`src/rtl/bda_pkg.sv`:
```
package bda_pkg;

  localparam int PIX_W          = 8;
  localparam int OUT_X_W        = 8;
  localparam int OUT_Y_W        = 12;
  localparam int LANES          = 4;
  localparam int MAX_OUT_HEIGHT = 4096;
  localparam int ORW            = $clog2(MAX_OUT_HEIGHT + 1);

  localparam int CFG_SW_W   = 13;
  localparam int CFG_OW_W   = 9;
  localparam int CFG_OH_W   = 13;
  localparam int CFG_BLK_W  = 5;
  localparam int CFG_DATA_W = 13;
  localparam int CFG_IDX_W  = 3;

  localparam logic [CFG_IDX_W-1:0] CFG_SRC_WIDTH  = 3'd0;
  localparam logic [CFG_IDX_W-1:0] CFG_OUT_WIDTH  = 3'd1;
  localparam logic [CFG_IDX_W-1:0] CFG_OUT_HEIGHT = 3'd2;
  localparam logic [CFG_IDX_W-1:0] CFG_BLOCK_W    = 3'd3;
  localparam logic [CFG_IDX_W-1:0] CFG_BLOCK_H    = 3'd4;

  localparam logic [PIX_W-1:0] PIX_MAX = 8'hFF;

  typedef enum logic [1:0] {
    ST_IDLE,
    ST_UPDATE,
    ST_DIVIDE,
    ST_EMIT
  } bda_state_e;

endpackage

```
`src/rtl/bda_div.sv`:
```
module bda_div import bda_pkg::*; #(
  parameter int SUMW = 16,
  parameter int NW   = 10
) (
  input  logic                        clk_i,
  input  logic                        rst_ni,
  input  logic                        start_i,
  input  logic [LANES-1:0][SUMW-1:0]  dividend_i,
  input  logic [NW-1:0]               divisor_i,
  output logic                        done_o,
  output logic [LANES-1:0][SUMW-1:0]  quot_o
);

  localparam int CW = $clog2(SUMW + 1);

  logic [CW-1:0]                cnt_q;
  logic [NW-1:0]                div_q;
  logic [LANES-1:0][SUMW-1:0]   quo_q, quo_d;
  logic [LANES-1:0][NW-1:0]     rem_q, rem_d;
  logic [NW:0]                  trial;

  // one quotient bit per lane per cycle, restoring
  always_comb begin
    trial = '0;
    for (int l = 0; l < LANES; l++) begin
      trial = {rem_q[l], quo_q[l][SUMW-1]};
      if (trial >= {1'b0, div_q}) begin
        rem_d[l] = NW'(trial - {1'b0, div_q});
        quo_d[l] = {quo_q[l][SUMW-2:0], 1'b1};
      end else begin
        rem_d[l] = trial[NW-1:0];
        quo_d[l] = {quo_q[l][SUMW-2:0], 1'b0};
      end
    end
  end

  always_ff @(posedge clk_i or negedge rst_ni) begin
    if (!rst_ni) begin
      cnt_q <= '0;
    end else if (start_i) begin
      cnt_q <= CW'(SUMW);
    end else if (cnt_q != '0) begin
      cnt_q <= cnt_q - CW'(1);
    end
  end

  always_ff @(posedge clk_i) begin
    if (start_i) begin
      div_q <= divisor_i;
      quo_q <= dividend_i;
      rem_q <= '0;
    end else if (cnt_q != '0) begin
      quo_q <= quo_d;
      rem_q <= rem_d;
    end
  end

  assign done_o = (cnt_q == '0);
  assign quot_o = quo_q;

endmodule

```
`config.mk`:
```
export PLATFORM = sky130hd
export DESIGN_NAME = bda_div
export DESIGN_NICKNAME = d
export VERILOG_FILES = /design/src/rtl/bda_pkg.sv /design/src/rtl/bda_div.sv
export SDC_FILE = /design/constraint.sdc
export NUM_CORES = 1
export LEC_CHECK = 0
export BUFFER_PORTS_ARGS = -buffer_cell sky130_fd_sc_hd__buf_2
export CORE_MARGIN = 2
export CORE_UTILIZATION = 56
export DETAILED_ROUTE_END_ITERATION = 16
export MAX_ROUTING_LAYER = met4
export PLACE_DENSITY_LB_ADDON = 0.08
export SETUP_SLACK_MARGIN = 0.3
export SLEW_MARGIN = 20
export SYNTH_ARGS = -nofsm -noshare
export SYNTH_HDL_FRONTEND = slang
export SYNTH_SLANG_ARGS = --single-unit
```
`constraint.sdc`:
```
create_clock -name clk_i -period 4.7 [get_ports clk_i]
set_clock_uncertainty 0.1 [all_clocks]
set_input_delay 0.47 -clock clk_i [delete_from_list [all_inputs] [get_ports clk_i]]
set_output_delay 0.47 -clock clk_i [all_outputs]
set_load 0.005 [all_outputs]
```
==> results.txt <==
----------------------------------------------------
[Synthesis]
  Basic-gate share of the synthesized area counting and, or, nand and nor cells ... 0.103
  Primary flip-flop cell chosen by synthesis mapping ... edfxtp_1
  Count of unique library cells instantiated by Yosys ... 63
  Count of state elements after synthesis ... 119
  Compound-gate portion of the synthesized area ... 0.165
  Mapped Area ... 0.00687 sq mm
  Biggest area contributors in the synthesized netlist ... edfxtp_1 (32%), dfxtp_1 (12%), mux2_2 (10%)
  Ys async rst share ... 0.0420
  Syn Area/Cell ... 10.8 sq um
  Gate count of the mapped netlist ... 634
  Combinational family with the most area after synthesis ... compound AO/OA/AOI/OAI gates
  Seq/Total Area, Yosys ... 0.458
  Area fraction of the dominant cell type after synthesis ... 0.323
  Fraction of synthesized cell area in xor and xnor cells ... 0.0255
  Count of flip-flops with a built-in enable after synthesis ... 74
  Mux cell area share after synthesis ... 0.127
  Net count after synthesis ... 757
  Post-Synth Adder-Cell Area ... 0.0882
  Warnings, synthesis ... 0
  Post-synthesis cell type with the largest combined area ... edfxtp_1

[Timing]
  RSZ-0062 raised after global routing ... false
  Setup TNS ... 0 ns
  Clock period minus final worst setup slack ... 3.08 ns
  Post-layout worst setup margin ... 1.62 ns
  Transition at the pin with the smallest max-transition slack ... 1.05 ns
  Max Slew Vio Count ... 0
  Final setup violation count ... 0
  Slew headroom ... 0.301
  Maximum frequency from static timing analysis ... 325 MHz
  Count of final hold-check violations ... 0
  Part of the cycle the worst path needs ... 0.655

[Critical path]
  Worst-path fanout max ... 7
  Worst path arrival time ... 3.28 ns
  Path type of the worst setup path ... flip-flop to flip-flop
  Critical Path Sink Type ... flip-flop
  Critical Path Start Type ... flip-flop
  Required time of the critical path ... 4.90 ns

[Drt]
  Routed Antenna Nets ... 0
  Vias per cell ... 5.98
  Overall via count from detail_route ... 5587
  Final routed wire length divided by cell count ... 18.4 um
  Routed Wire Length ... 17.2 mm
  First-pass DRT Iterations ... 5
  Iteration-0 DRC Markers ... 491
  DRC violations left ... 0

[Clocking]
  Clock root buffer master ... clkbuf_16
  Post-CTS Setup Inserts ... 0
  Buffers from clock root to sink, at most ... 2
  Htree depth ... 4
  Source-to-sink clock delay at the later pin of the worst-skew pair ... 0.42 ns
  Number of hold buffers added after CTS ... 1
  CTS tree ... done
  TritonCTS Buffers ... 17
  Post-cts repair resize count ... 0
  Post-CTS clock slew at the launch and capture registers of the worst setup and hold paths ... 0.06 ns
  TritonCTS Sinks ... 119

[Die]
  Core ar. ... 0.0120 sq mm
  Area of the die ... 0.0132 sq mm
  Initial core utilization ... 0.572
  Width of the die ... 115 um
  IO Pins ... 142
  Overall die height ... 115 um
  Rows ... 40

[Finish]
  Final core utilization ... 0.685
  Filler instances ... 937
  Area taken by flip-flops and latches ... 0.00315 sq mm
  Post-layout nets ... 895
  Layout-stage area growth over the synthesis result ... 19.8%
  Multi-input gate area ... 0.00350 sq mm
  Share of layout cells above drive strength 1 ... 0.317

[Placed design]
  Weighted congestion reported at the end of routability-driven placement ... 0.903
  DP Wirelength ... 12.0 mm
  Number of buffers inserted by port buffering ... 141
  Post-placement worst setup slack ... 1.50 ns

[GRT]
  Remaining global-route overflow ... 0
  Largest net degree at the start of global routing ... 73
  Wire length of the first global-routing pass ... 27.6 mm
  Antenna violations before repair ... 2
  Number of global-route vias before repair ... 5525
  Overall global routing resource usage ... 0.281

[Power]
  Peak supply drop ... 0.000347 V
  Static leakage ... 3.58 nW
  Total power density per cell area ... 596 mW/mm^2

[Flow run]
  Max Cap Violations ... 0

[Hold path]
  Kind of path behind the tightest hold check ... input port to flip-flop

[Run status]
  Status ... complete, no violations

----------------------------------------------------
-- registers in the layout (all words and copies together), names as in the netlist --
name and flops:
quot_o 64, rem_q 40, div_q 10, cnt_q 5
-- cell type report --
| type | instances | share of cell area |
|---|---|---|
| antenna | 2 | 0.000608 |
| clock buffer | 23 | 0.0556 |
| clock inverter | 9 | 0.00973 |
| inverter | 27 | 0.0123 |
| multi-input combinational | 460 | 0.425 |
| sequential | 119 | 0.382 |
| tap | 147 | 0.0223 |
| timing repair buffer | 147 | 0.0918 |
-- cell usage after synthesis, types with 15 or more instances --
cell and count:
a211oi_1 16, a21oi_1 50, dfxtp_1 40, edfxtp_1 74, ha_1 42, inv_1 25, mux2_2 64, mux2i_1 15
nand2_1 30, nor2_1 39, o21ai_0 40, xnor2_1 15
-- report_power, final --
group	internal [mW]	total [mW]	leakage, nW	switching [mW]
clock network	0.735	1.20	0.255	0.461
registers	1.47	1.69	1.17	0.216
logic	0.910	2.02	2.15	1.11
-- final timing paths --
kind,startpoint,to,slack (ns),cells past startpoint
setup / recovery,div_q[1],rem_q[21],1.62,8
hold / removal,divisor_i[1],div_q[1],0.12,1
setup reg to reg,div_q[1],rem_q[21],1.62,8
hold reg to reg,rem_q[20],rem_q[20],0.40,2
max in group asynchronous,rst_ni,cnt_q[4],4.07,2
min in group asynchronous,rst_ni,cnt_q[0],0.29,2
-- kinds of logic (layout without fill, tap and decap cells) --
logic type,after synthesis,in the layout
AOI/OAI and AO/OA,174,174
xor gates and xnor gates,20,20
adders and majority gates,46,46
buffers and inverters,55,206
DFF,119,119
muxes,79,79
other,0,2
and+or+nand+nor,141,141
-- metrics by stage --
stage          total power [mW]  instance area, sq um  cells  hold WS (ns)
2_1_floorplan              3.15                  6870    634        0.0744
3_3_place_gp               3.63                  7670    899         0.186
3_5_place_dp               3.69                  7670    899         0.192
4_1_cts                    4.90                  8220    932         0.114
5_1_grt                    5.24                  8230    934         0.117
6_report                   4.91                  8230    934         0.122
-- worst max-delay path, cell delays in order, from the launching register on --
cell,delay [ns]
edfxtp_1,0.50
inv_1,0.26
ha_1,0.29
nor2b_1,0.15
o2111ai_1,0.28
a211oi_1,0.17
nor3_1,0.76
nor4_1,0.10
a311o_1,0.35
-- cell usage in the layout (no fill, tap or decap), types with 4 or more instances in the layout --
cell type / count
nor4_1: 7
mux2i_1: 15
nor3_1: 13
fa_1: 4
buf_4: 6
ha_1: 42
nand2_1: 29
a21oi_1: 50
edfxtp_1: 74
nor2_1: 39
dfrtp_1: 5
nand2b_1: 14
o211ai_1: 5
clkbuf_1: 5
o21ai_0: 40
dfxtp_1: 40
a31oi_1: 8
a211oi_1: 16
clkbuf_16: 17
nor2b_1: 7
mux2_2: 64
a311oi_1: 6
xor2_1: 5
nand4_1: 6
buf_2: 140
xnor2_1: 15
a21o_1: 12
inv_1: 25
nand3_1: 7
-- layer usage --
layer,GRT usage,wire (um),share of wire,vias up
met2,0.426,7900,0.46,208
met1,0.359,7570,0.44,2650
met3,0.0896,1360,0.079,28
met4,0.0956,353,0.021,0
li1,-,-,-,2701
met5,-,0,0,-
No activity file was read; power rests on OpenSTA's default activity.
